## src/design/gpms_pkg.sv

```systemverilog
package gpms_pkg;

  // Window length of the moving average
  localparam int SPAN = 8;

  localparam int EYE_W  = 16;
  localparam int COEF_W = 32;
  localparam int SCR_W  = 12;
  localparam int OUT_W  = 12;
  localparam int VAL_W  = 16;
  localparam int PROD_W = 64;

  localparam int SUM_W  = VAL_W + $clog2(SPAN);
  localparam int CNT_W  = $clog2(SPAN + 1);
  localparam int SLOT_W = (SPAN > 1) ? $clog2(SPAN) : 1;
  localparam int NUM_W  = SUM_W;
  localparam int DEN_W  = CNT_W + 4;
  localparam int DCNT_W = $clog2(NUM_W + 1);

  // Largest clamped value: 4095 pixels in Q12.4
  localparam logic [VAL_W-1:0] VAL_MAX = VAL_W'(4095 * 16);

  localparam logic signed [COEF_W-1:0] RST_COEF_LIN = 32'sd65536;
  localparam logic [SCR_W-1:0]         RST_SCR_W    = 12'd1920;
  localparam logic [SCR_W-1:0]         RST_SCR_H    = 12'd1080;

  typedef enum logic [3:0] {
    REG_X_CONST = 4'd0,
    REG_X_LIN   = 4'd1,
    REG_X_SQ    = 4'd2,
    REG_Y_CONST = 4'd3,
    REG_Y_LIN   = 4'd4,
    REG_Y_SQ    = 4'd5,
    REG_SCR_W   = 4'd6,
    REG_SCR_H   = 4'd7
  } reg_idx_t;

  typedef enum logic [3:0] {
    ST_IDLE,
    ST_SQ,
    ST_C0,
    ST_C1,
    ST_C2,
    ST_FIN,
    ST_CLAMP,
    ST_HIST,
    ST_DIV_GO,
    ST_DIV_RUN,
    ST_OUT
  } state_t;

  typedef enum logic [1:0] {
    ACC_HOLD,
    ACC_LOAD,
    ACC_ADD
  } acc_op_t;

  typedef struct packed {
    acc_op_t                   acc_op;
    logic signed [COEF_W-1:0]  mul_a;
    logic signed [COEF_W-1:0]  mul_b;
  } mac_ctl_t;

  typedef struct packed {
    logic             start;
    logic [NUM_W-1:0] num;
    logic [DEN_W-1:0] den;
  } div_req_t;

  typedef struct packed {
    logic             done;
    logic [OUT_W-1:0] quo;
  } div_rsp_t;

endpackage

```

## src/design/gpms_mac.sv

```systemverilog
module gpms_mac (
  input  logic                                   clk,
  input  gpms_pkg::mac_ctl_t                     ctl,
  output logic signed [gpms_pkg::PROD_W-1:0]     prod,
  output logic signed [gpms_pkg::PROD_W-1:0]     acc
);

  logic signed [gpms_pkg::COEF_W-1:0] op_a;
  logic signed [gpms_pkg::COEF_W-1:0] op_b;
  logic signed [gpms_pkg::PROD_W-1:0] prod_r;
  logic signed [gpms_pkg::PROD_W-1:0] acc_r;

  assign op_a = $signed(ctl.mul_a);
  assign op_b = $signed(ctl.mul_b);

  always_ff @(posedge clk) begin
    prod_r <= op_a * op_b;
  end

  always_ff @(posedge clk) begin
    unique case (ctl.acc_op)
      gpms_pkg::ACC_LOAD: acc_r <= prod_r;
      gpms_pkg::ACC_ADD:  acc_r <= acc_r + prod_r;
      gpms_pkg::ACC_HOLD: acc_r <= acc_r;
      default:            acc_r <= acc_r;
    endcase
  end

  assign prod = prod_r;
  assign acc  = acc_r;

endmodule

```

## src/design/gpms_div.sv

```systemverilog
module gpms_div (
  input  logic               clk,
  input  logic               rst_n,
  input  gpms_pkg::div_req_t req,
  output gpms_pkg::div_rsp_t rsp
);

  logic [gpms_pkg::NUM_W-1:0]  num_r;
  logic [gpms_pkg::DEN_W-1:0]  den_r;
  logic [gpms_pkg::DEN_W-1:0]  rem_r;
  logic [gpms_pkg::DEN_W-1:0]  rem_nxt;
  logic [gpms_pkg::DCNT_W-1:0] cnt_r;
  logic                        done_r;
  logic [gpms_pkg::DEN_W:0]    rem_sh;
  logic [gpms_pkg::DEN_W:0]    diff;
  logic                        ge;

  // One quotient bit per cycle, restoring
  always_comb begin
    rem_sh  = {rem_r, num_r[gpms_pkg::NUM_W-1]};
    diff    = rem_sh - {1'b0, den_r};
    ge      = (rem_sh >= {1'b0, den_r});
    rem_nxt = ge ? diff[gpms_pkg::DEN_W-1:0] : rem_sh[gpms_pkg::DEN_W-1:0];
  end

  always_ff @(posedge clk) begin
    if (!rst_n) begin
      cnt_r  <= '0;
      done_r <= 1'b0;
    end else if (req.start) begin
      cnt_r  <= gpms_pkg::DCNT_W'(gpms_pkg::NUM_W);
      done_r <= 1'b0;
    end else begin
      done_r <= (cnt_r == gpms_pkg::DCNT_W'(1));
      if (cnt_r != '0) begin
        cnt_r <= cnt_r - gpms_pkg::DCNT_W'(1);
      end
    end
  end

  // Quotient bits shift into the numerator register from the bottom
  always_ff @(posedge clk) begin
    if (req.start) begin
      num_r <= req.num;
      den_r <= req.den;
      rem_r <= '0;
    end else if (cnt_r != '0) begin
      num_r <= {num_r[gpms_pkg::NUM_W-2:0], ge};
      rem_r <= rem_nxt;
    end
  end

  assign rsp.done = done_r;
  assign rsp.quo  = num_r[gpms_pkg::OUT_W-1:0];

endmodule

```

## src/design/gaze_polynomial_map_smooth_unit.sv

```systemverilog
// Gaze mapper: one eye reference point per beat on the in_ channel, one
// smoothed screen point per beat on the out_ channel.
// Each axis runs a quadratic polynomial (coefficients written through the
// cfg_ channel, register index 0..7, cfg_ready high out of reset), is rounded
// to Q12.4, clamped to [0, screen size], and averaged over the last eight
// values. The output is that mean rounded to whole pixels.
// Sequencing: an accepted beat is carried through both axes before in_ready
// rises again, in the same cycle that out_valid goes high for its result, so the
// unit works on one item at a time. Per axis, four products go through one shared
// 32x32 multiplier, and the mean goes through a restoring divider (19-bit numerator).
// The output register holds a finished result while the next item is
// already accepted and computed; if out_ready is still low when the next
// result is ready, the sequencer waits and in_ready stays low.
// Reset (rst_n low, synchronous) restores the default coefficients and the
// 1920x1080 screen, empties the averaging window and drops any pending beat.
module gaze_polynomial_map_smooth_unit (
  input  logic                               clk,
  input  logic                               rst_n,
  input  logic                               cfg_valid,
  output logic                               cfg_ready,
  input  logic [3:0]                         cfg_index,
  input  logic [31:0]                        cfg_data,
  input  logic                               in_valid,
  output logic                               in_ready,
  input  logic signed [gpms_pkg::EYE_W-1:0]  in_eye_x,
  input  logic signed [gpms_pkg::EYE_W-1:0]  in_eye_y,
  output logic                               out_valid,
  input  logic                               out_ready,
  output logic [gpms_pkg::OUT_W-1:0]         out_screen_x,
  output logic [gpms_pkg::OUT_W-1:0]         out_screen_y
);

  gpms_pkg::state_t state_r, state_nxt;

  logic signed [gpms_pkg::COEF_W-1:0] cx0_r, cx1_r, cx2_r;
  logic signed [gpms_pkg::COEF_W-1:0] cy0_r, cy1_r, cy2_r;
  logic [gpms_pkg::SCR_W-1:0]         scr_w_r, scr_h_r;

  logic signed [gpms_pkg::EYE_W-1:0]  ex_r, ey_r;
  logic signed [gpms_pkg::COEF_W-1:0] esq_r, esq_nxt;
  logic                               ax_r, ax_nxt;
  logic [gpms_pkg::VAL_W-1:0]         vx_r, vx_nxt, vy_r, vy_nxt;
  logic [gpms_pkg::SUM_W-1:0]         sum_x_r, sum_x_nxt, sum_y_r, sum_y_nxt;
  logic [gpms_pkg::CNT_W-1:0]         fill_r, fill_nxt;
  logic [gpms_pkg::SLOT_W-1:0]        slot_r, slot_nxt;
  logic [gpms_pkg::OUT_W-1:0]         qx_r, qx_nxt;
  logic                               out_valid_r, out_valid_nxt;
  logic [gpms_pkg::OUT_W-1:0]         out_x_r, out_y_r;
  logic                               out_load;
  logic                               hist_we;

  logic [gpms_pkg::VAL_W-1:0] hist_x [gpms_pkg::SPAN];
  logic [gpms_pkg::VAL_W-1:0] hist_y [gpms_pkg::SPAN];
  logic [gpms_pkg::VAL_W-1:0] rd_x_r, rd_y_r;

  gpms_pkg::mac_ctl_t mac_ctl;
  gpms_pkg::div_req_t div_req;
  gpms_pkg::div_rsp_t div_rsp;
  logic signed [gpms_pkg::PROD_W-1:0] prod, acc;

  logic signed [gpms_pkg::EYE_W-1:0]  e_sel;
  logic signed [gpms_pkg::COEF_W-1:0] e_ext;
  logic signed [gpms_pkg::COEF_W-1:0] c0_sel, c1_sel, c2_sel;
  logic [gpms_pkg::SCR_W-1:0]         scr_sel;
  logic [gpms_pkg::PROD_W-1:0]        rnd;
  logic [gpms_pkg::PROD_W-21:0]       q_hi;
  logic [gpms_pkg::VAL_W-1:0]         top_v, clamp_v;
  logic                               full;

  gpms_mac u_mac (
    .clk  (clk),
    .ctl  (mac_ctl),
    .prod (prod),
    .acc  (acc)
  );

  gpms_div u_div (
    .clk   (clk),
    .rst_n (rst_n),
    .req   (div_req),
    .rsp   (div_rsp)
  );

  assign cfg_ready = rst_n;

  // Axis operand selection
  always_comb begin
    e_sel   = ax_r ? ey_r : ex_r;
    e_ext   = 32'(e_sel);
    c0_sel  = ax_r ? cy0_r : cx0_r;
    c1_sel  = ax_r ? cy1_r : cx1_r;
    c2_sel  = ax_r ? cy2_r : cx2_r;
    scr_sel = ax_r ? scr_h_r : scr_w_r;
  end

  // Round the 2^-24 accumulator to Q12.4 and clamp to the screen
  always_comb begin
    rnd   = acc + 64'sd524288;
    q_hi  = rnd[gpms_pkg::PROD_W-1:20];
    top_v = {scr_sel, 4'b0000};
    if (acc <= 64'sd0) begin
      clamp_v = '0;
    end else if (q_hi > {28'd0, top_v}) begin
      clamp_v = top_v;
    end else begin
      clamp_v = q_hi[gpms_pkg::VAL_W-1:0];
    end
  end

  assign full = (fill_r == gpms_pkg::CNT_W'(gpms_pkg::SPAN));

  // Next state
  always_comb begin
    state_nxt = state_r;
    unique case (state_r)
      gpms_pkg::ST_IDLE:    if (in_valid) state_nxt = gpms_pkg::ST_SQ;
      gpms_pkg::ST_SQ:      state_nxt = gpms_pkg::ST_C0;
      gpms_pkg::ST_C0:      state_nxt = gpms_pkg::ST_C1;
      gpms_pkg::ST_C1:      state_nxt = gpms_pkg::ST_C2;
      gpms_pkg::ST_C2:      state_nxt = gpms_pkg::ST_FIN;
      gpms_pkg::ST_FIN:     state_nxt = gpms_pkg::ST_CLAMP;
      gpms_pkg::ST_CLAMP:   state_nxt = ax_r ? gpms_pkg::ST_HIST : gpms_pkg::ST_SQ;
      gpms_pkg::ST_HIST:    state_nxt = gpms_pkg::ST_DIV_GO;
      gpms_pkg::ST_DIV_GO:  state_nxt = gpms_pkg::ST_DIV_RUN;
      gpms_pkg::ST_DIV_RUN: begin
        if (div_rsp.done) begin
          state_nxt = ax_r ? gpms_pkg::ST_OUT : gpms_pkg::ST_DIV_GO;
        end
      end
      gpms_pkg::ST_OUT: begin
        if (!out_valid_r || out_ready) state_nxt = gpms_pkg::ST_IDLE;
      end
      default:              state_nxt = gpms_pkg::ST_IDLE;
    endcase
  end

  // Outputs and datapath updates
  always_comb begin
    in_ready       = 1'b0;
    mac_ctl.acc_op = gpms_pkg::ACC_HOLD;
    mac_ctl.mul_a  = '0;
    mac_ctl.mul_b  = '0;
    div_req.start  = 1'b0;
    div_req.num    = (ax_r ? sum_y_r : sum_x_r) + gpms_pkg::SUM_W'({fill_r, 3'b000});
    div_req.den    = {fill_r, 4'b0000};
    ax_nxt         = ax_r;
    esq_nxt        = esq_r;
    vx_nxt         = vx_r;
    vy_nxt         = vy_r;
    sum_x_nxt      = sum_x_r;
    sum_y_nxt      = sum_y_r;
    fill_nxt       = fill_r;
    slot_nxt       = slot_r;
    qx_nxt         = qx_r;
    hist_we        = 1'b0;
    out_load       = 1'b0;
    unique case (state_r)
      gpms_pkg::ST_IDLE: begin
        in_ready = rst_n;
        ax_nxt   = 1'b0;
      end
      gpms_pkg::ST_SQ: begin
        mac_ctl.mul_a = e_ext;
        mac_ctl.mul_b = e_ext;
      end
      gpms_pkg::ST_C0: begin
        esq_nxt       = prod[gpms_pkg::COEF_W-1:0];
        mac_ctl.mul_a = c0_sel;
        mac_ctl.mul_b = 32'sd256;
      end
      gpms_pkg::ST_C1: begin
        mac_ctl.acc_op = gpms_pkg::ACC_LOAD;
        mac_ctl.mul_a  = c1_sel;
        mac_ctl.mul_b  = e_ext <<< 4;
      end
      gpms_pkg::ST_C2: begin
        mac_ctl.acc_op = gpms_pkg::ACC_ADD;
        mac_ctl.mul_a  = c2_sel;
        mac_ctl.mul_b  = esq_r;
      end
      gpms_pkg::ST_FIN: begin
        mac_ctl.acc_op = gpms_pkg::ACC_ADD;
      end
      gpms_pkg::ST_CLAMP: begin
        if (ax_r) begin
          vy_nxt = clamp_v;
        end else begin
          vx_nxt = clamp_v;
        end
        ax_nxt = ~ax_r;
      end
      gpms_pkg::ST_HIST: begin
        // Drop the oldest entry once the window is full
        hist_we = 1'b1;
        if (full) begin
          sum_x_nxt = sum_x_r - gpms_pkg::SUM_W'(rd_x_r) + gpms_pkg::SUM_W'(vx_r);
          sum_y_nxt = sum_y_r - gpms_pkg::SUM_W'(rd_y_r) + gpms_pkg::SUM_W'(vy_r);
        end else begin
          sum_x_nxt = sum_x_r + gpms_pkg::SUM_W'(vx_r);
          sum_y_nxt = sum_y_r + gpms_pkg::SUM_W'(vy_r);
          fill_nxt  = fill_r + gpms_pkg::CNT_W'(1);
        end
        if (slot_r == gpms_pkg::SLOT_W'(gpms_pkg::SPAN - 1)) begin
          slot_nxt = '0;
        end else begin
          slot_nxt = slot_r + gpms_pkg::SLOT_W'(1);
        end
        ax_nxt = 1'b0;
      end
      gpms_pkg::ST_DIV_GO: begin
        div_req.start = 1'b1;
      end
      gpms_pkg::ST_DIV_RUN: begin
        if (div_rsp.done && !ax_r) begin
          qx_nxt = div_rsp.quo;
          ax_nxt = 1'b1;
        end
      end
      gpms_pkg::ST_OUT: begin
        out_load = !out_valid_r || out_ready;
      end
      default: begin
      end
    endcase
  end

  always_comb begin
    if (out_load) begin
      out_valid_nxt = 1'b1;
    end else if (out_ready) begin
      out_valid_nxt = 1'b0;
    end else begin
      out_valid_nxt = out_valid_r;
    end
  end

  // Control state and configuration registers
  always_ff @(posedge clk) begin
    if (!rst_n) begin
      state_r     <= gpms_pkg::ST_IDLE;
      ax_r        <= 1'b0;
      sum_x_r     <= '0;
      sum_y_r     <= '0;
      fill_r      <= '0;
      slot_r      <= '0;
      out_valid_r <= 1'b0;
      cx0_r       <= '0;
      cx1_r       <= gpms_pkg::RST_COEF_LIN;
      cx2_r       <= '0;
      cy0_r       <= '0;
      cy1_r       <= gpms_pkg::RST_COEF_LIN;
      cy2_r       <= '0;
      scr_w_r     <= gpms_pkg::RST_SCR_W;
      scr_h_r     <= gpms_pkg::RST_SCR_H;
    end else begin
      state_r     <= state_nxt;
      ax_r        <= ax_nxt;
      sum_x_r     <= sum_x_nxt;
      sum_y_r     <= sum_y_nxt;
      fill_r      <= fill_nxt;
      slot_r      <= slot_nxt;
      out_valid_r <= out_valid_nxt;
      if (cfg_valid) begin
        unique case (cfg_index)
          gpms_pkg::REG_X_CONST: cx0_r   <= $signed(cfg_data);
          gpms_pkg::REG_X_LIN:   cx1_r   <= $signed(cfg_data);
          gpms_pkg::REG_X_SQ:    cx2_r   <= $signed(cfg_data);
          gpms_pkg::REG_Y_CONST: cy0_r   <= $signed(cfg_data);
          gpms_pkg::REG_Y_LIN:   cy1_r   <= $signed(cfg_data);
          gpms_pkg::REG_Y_SQ:    cy2_r   <= $signed(cfg_data);
          gpms_pkg::REG_SCR_W:   scr_w_r <= cfg_data[gpms_pkg::SCR_W-1:0];
          gpms_pkg::REG_SCR_H:   scr_h_r <= cfg_data[gpms_pkg::SCR_W-1:0];
          default: begin
          end
        endcase
      end
    end
  end

  // Payload registers
  always_ff @(posedge clk) begin
    if (in_valid && in_ready) begin
      ex_r <= in_eye_x;
      ey_r <= in_eye_y;
    end
    esq_r <= esq_nxt;
    vx_r  <= vx_nxt;
    vy_r  <= vy_nxt;
    qx_r  <= qx_nxt;
    if (out_load) begin
      out_x_r <= qx_r;
      out_y_r <= div_rsp.quo;
    end
  end

  // Averaging window, read at the slot about to be overwritten
  always_ff @(posedge clk) begin
    if (hist_we) begin
      hist_x[slot_r] <= vx_r;
      hist_y[slot_r] <= vy_r;
    end
    rd_x_r <= hist_x[slot_r];
    rd_y_r <= hist_y[slot_r];
  end

  assign out_valid    = out_valid_r;
  assign out_screen_x = out_x_r;
  assign out_screen_y = out_y_r;

  a_busy_after_accept: assert property (@(posedge clk) disable iff (!rst_n)
    (in_valid && in_ready) |=> !in_ready)
    else $error("in_ready high right after an accepted beat");

  a_fill_bound: assert property (@(posedge clk) disable iff (!rst_n)
    fill_r <= gpms_pkg::CNT_W'(gpms_pkg::SPAN))
    else $error("window fill count beyond span");

  a_sum_bound: assert property (@(posedge clk) disable iff (!rst_n)
    (sum_x_r <= gpms_pkg::SUM_W'(fill_r) * gpms_pkg::SUM_W'(gpms_pkg::VAL_MAX)) &&
    (sum_y_r <= gpms_pkg::SUM_W'(fill_r) * gpms_pkg::SUM_W'(gpms_pkg::VAL_MAX)))
    else $error("window sum exceeds its entries");

  a_result_nonempty: assert property (@(posedge clk) disable iff (!rst_n)
    out_load |-> (fill_r != '0))
    else $error("result issued from an empty window");

endmodule
```

## config.mk

```make
export PLATFORM = sky130hd
export DESIGN_NAME = gaze_polynomial_map_smooth_unit
export DESIGN_NICKNAME = d
export VERILOG_FILES = /design/src/design/gpms_pkg.sv /design/src/design/gpms_mac.sv /design/src/design/gpms_div.sv /design/src/design/gaze_polynomial_map_smooth_unit.sv
export SDC_FILE = /design/constraint.sdc
export NUM_CORES = 2
export LEC_CHECK = 0
export ABC_AREA = 0
export BUFFER_PORTS_ARGS = -buffer_cell sky130_fd_sc_hd__buf_2
export CORE_UTILIZATION = 35
export CTS_BUF_LIST = sky130_fd_sc_hd__clkbuf_8
export CTS_CLUSTER_SIZE = 20
export DETAILED_ROUTE_END_ITERATION = 10
export GPL_ROUTABILITY_DRIVEN = 0
export GPL_TIMING_DRIVEN = 0
export PLACE_DENSITY_LB_ADDON = 0.2
export SLEW_MARGIN = 20
export SYNTH_ARGS = -nofsm -noshare
export SYNTH_HDL_FRONTEND = slang
export SYNTH_HIERARCHICAL = 1
export SYNTH_SLANG_ARGS = --single-unit
```

## constraint.sdc

```tcl
create_clock -name clk -period 10 [get_ports clk]
set_input_delay 0.5 -clock clk [delete_from_list [all_inputs] [get_ports clk]]
set_output_delay 0.5 -clock clk [all_outputs]
set_load 0.01 [all_outputs]
```

==> results.cfg <==
[worst_setup_path]
cpPeakStageDelay_ns = 0.62
worstSetupStartpoint = state_r[3]
cp_slowest_cell = fa_1
cp-start-kind = flip-flop
r2r-start = state_r[3]
cp_max_fo = 10
critPathCaptureType = flip-flop
crit_required_ns = 10.71
crit_type = reg -> reg
crit_path_frequent_cell = fa_1
worstPathArrival_ns = 10.61

[synthesis]
synth_flop_cell = edfxtp_1
async_flop_share_pct = 0
synth_cells = 7921
yosys_register_bits = 856
synth.area.top_cells = fa_1, edfxtp_1, dfxtp_1
ys_types = 99
synth_area_mm2 = 0.0779
synth_edf_count = 479
synth_top_area_share_pct = 28.8
yosys.area.top_type = fa_1
avgSynthCellArea_um2 = 9.83
yosys_warnings = 6
yosysSeqAreaShare_pct = 28.2

[floorplanning]
core_mm2 = 0.220
die_y_um = 474
ioPinCount = 100
num_rows = 172
start_util_pct = 35.3
die_w_um = 474
dieArea_mm2 = 0.224

[placed_design]
portBuffers = 87
place_area_mm2 = 0.0825
hpwl_um = 224000

[sta]
maxSlewViolCount = 0
rsz0062_at_grt = yes
period_minus_slack_ns = 9.90
max_slew_margin_pct = 22.4
holdWs_ns = 0.0872
timing.final.crit_share_pct = 99.0
fmax_mhz = 101
fin_skew_ns = 0.0764
tightest_slew_ns = 1.16
setup_violations = 0
report.final.hold_viol_count = 0

[worst_hold_path]
hold_class = in -> reg
min-delay-start = cfg_data[8]

[grt]
grt_pass1_wl_um = 411000
grt_usage_pct = 25.0
antenna_found_initial = 22
use_met1_pct = 34.7
grt_pass1_vias = 61400
grt_use_met2_pct = 38.8
top_usage_layer = met2
overflow = 0
gr-usage-met3_pct = 4.01
grt_start_max_net_pins = 45

[power_and_ir_drop]
netSwitchingFraction_pct = 38.3
power_leakage_uw = 0.0379
clockPowerShare_pct = 27.1
p_switching_uw = 4750
power_uw = 12400
power-per-cell-area_mw_per_mm2 = 141
internal-power_uw = 7650
ir_worst_vdd_mv = 0.122
p_seq_share_pct = 34.0
p_comb_share_pct = 38.9

[status]
status = completed

[cts]
clock-sinks = 856
clk_pin_slew_worst_paths_ns = 0.06
clk_latency_ns = 0.90
htree_levels = 4
numCtsBuffers = 149
cts_root_buf = clkbuf_8
clk_path_buf_depth = 3
tritoncts = built

[finish]
fin_area_mm2 = 0.0881
final_layout_size_suffix_gt1_share_pct = 10.8
final_cell_mix = inv_1, nand2_1, fa_1, and2_1, edfxtp_1
nNetsFinal = 9828
final_common_cell = inv_1
area_delta_synth_final_pct = 13.1

[detailed_routing]
first_pass_iters = 7
vias = 60700
finalWirelength_um = 281000
drc = 0
ant_nets = 0
avgViaCountPerCell = 5.33
drt-wirelength-per-cell_um = 24.7
drt_iter0_markers = 5347

[job]
drv_cap = 0
==> final cells by class <==
class / count / area, um^2
antenna: 11 / 27.5
buffer: 457 / 2600
clock buffer: 175 / 2410
clock inverter: 96 / 684
fill: 21900 / 132000
inverter: 1168 / 4410
multi-input combinational: 5430 / 50400
sequential: 856 / 21900
tap: 2958 / 3700
timing repair buffer: 223 / 1900
==> critical path: cells and delay by family (launching register included) <==
family | cells | cell delay [ns]
AO/OA/AOI/OAI | 10 | 1.97
XOR/XNOR | 1 | 0.15
flip-flops | 1 | 0.30
buffers and inverters | 6 | 1.28
AND/OR/NAND/NOR | 5 | 1.29
adder cells (fa/ha/maj) | 9 | 4.69
==> what timing repair did <==
action | 4_1_cts | 5_1_grt
endpoints found under the setup margin | 47 | 19
hold endpoints to repair | 228 | 0
resized for setup | 432 | 173
hold buffers | 65 | 0
pin swaps | 20 | 22
buffers inserted | 26 | 10
cloned | 0 | 1
==> cell usage after synthesis, types with 37 or more instances <==
master    number
a211oi_1      96
fa_1        1119
a22oi_1      144
nand4_1       92
nand2_1     1140
and2_1       524
clkbuf_1     424
nor2_1       211
edfxtp_1     479
inv_1       1166
nor3_1        61
o21a_1        41
o21ai_0      167
nand2b_1      40
xor2_1        81
dfxtp_1      377
mux2_2        86
a21oi_1      438
xnor2_1      137
nand3_1       78
a22o_1        37
ha_1         351
a21o_1        95
==> metal layers <==
layer	part of all wire, %	vias to the layer above
li1	-	26500
met1	43	31200
met2	45	2452
met3	8.0	485
met4	4.3	2
met5	0.0046	-
==> sequential cells by signal (all words and copies together) (netlist names), 19 cells and up <==
register     cells
cy0_r           32
u_mac/prod      64
cy1_r           32
cx0_r           32
u_div/num_r     19
cy2_r           32
sum_x_r         19
esq_r           32
hist_x         128
cx2_r           32
sum_y_r         19
cx1_r           32
hist_y         128
u_mac/acc       64
==> through the flow <==
stage	std cells	util [%]	setup slack (ns)	TNS [ns]
global placement	11000	37.2	-4.37	-149.22
CTS	11400	39.8	0.00936	0
global route	11400	40.0	-0.0450	-0.116
finish	11400	40.0	0.101	0
floorplan	7924	-	0.0188	0
detailed placement	11000	37.4	-2.88	-74.49
==> power by group through the flow <==
stage               combinational, uW  clock, uW  sequential (uW)
finish                           4820       3360             4220
global route                     5240       3570             4240
CTS                              4730       3420             4220
detailed placement               4570          0             4300
global placement                 4530          0             4300
floorplan                        3120          0             4190
==> worst paths after layout <==
check                          to  slack, ns  depth (start not counted)
setup / recovery   u_mac/prod[49]       0.10                         31
setup reg to reg   u_mac/prod[49]       0.10                         31
hold / removal           cy1_r[8]       0.09                          3
hold reg to reg   out_screen_x[1]       0.42                          0
==> logic make-up after synthesis <==
family / count (synthesis) / share of synthesized area [%]
flops: 856 / 28.2
other cells: 1 / 0.00482
buf+inv: 1638 / 8.03
compound gates: 1277 / 10.8
fa+ha+maj: 1470 / 34.4
simple gates: 2340 / 14.5
mux: 121 / 1.69
xor+xnor: 218 / 2.45
Note: power is estimated with default switching activity, not from simulation.
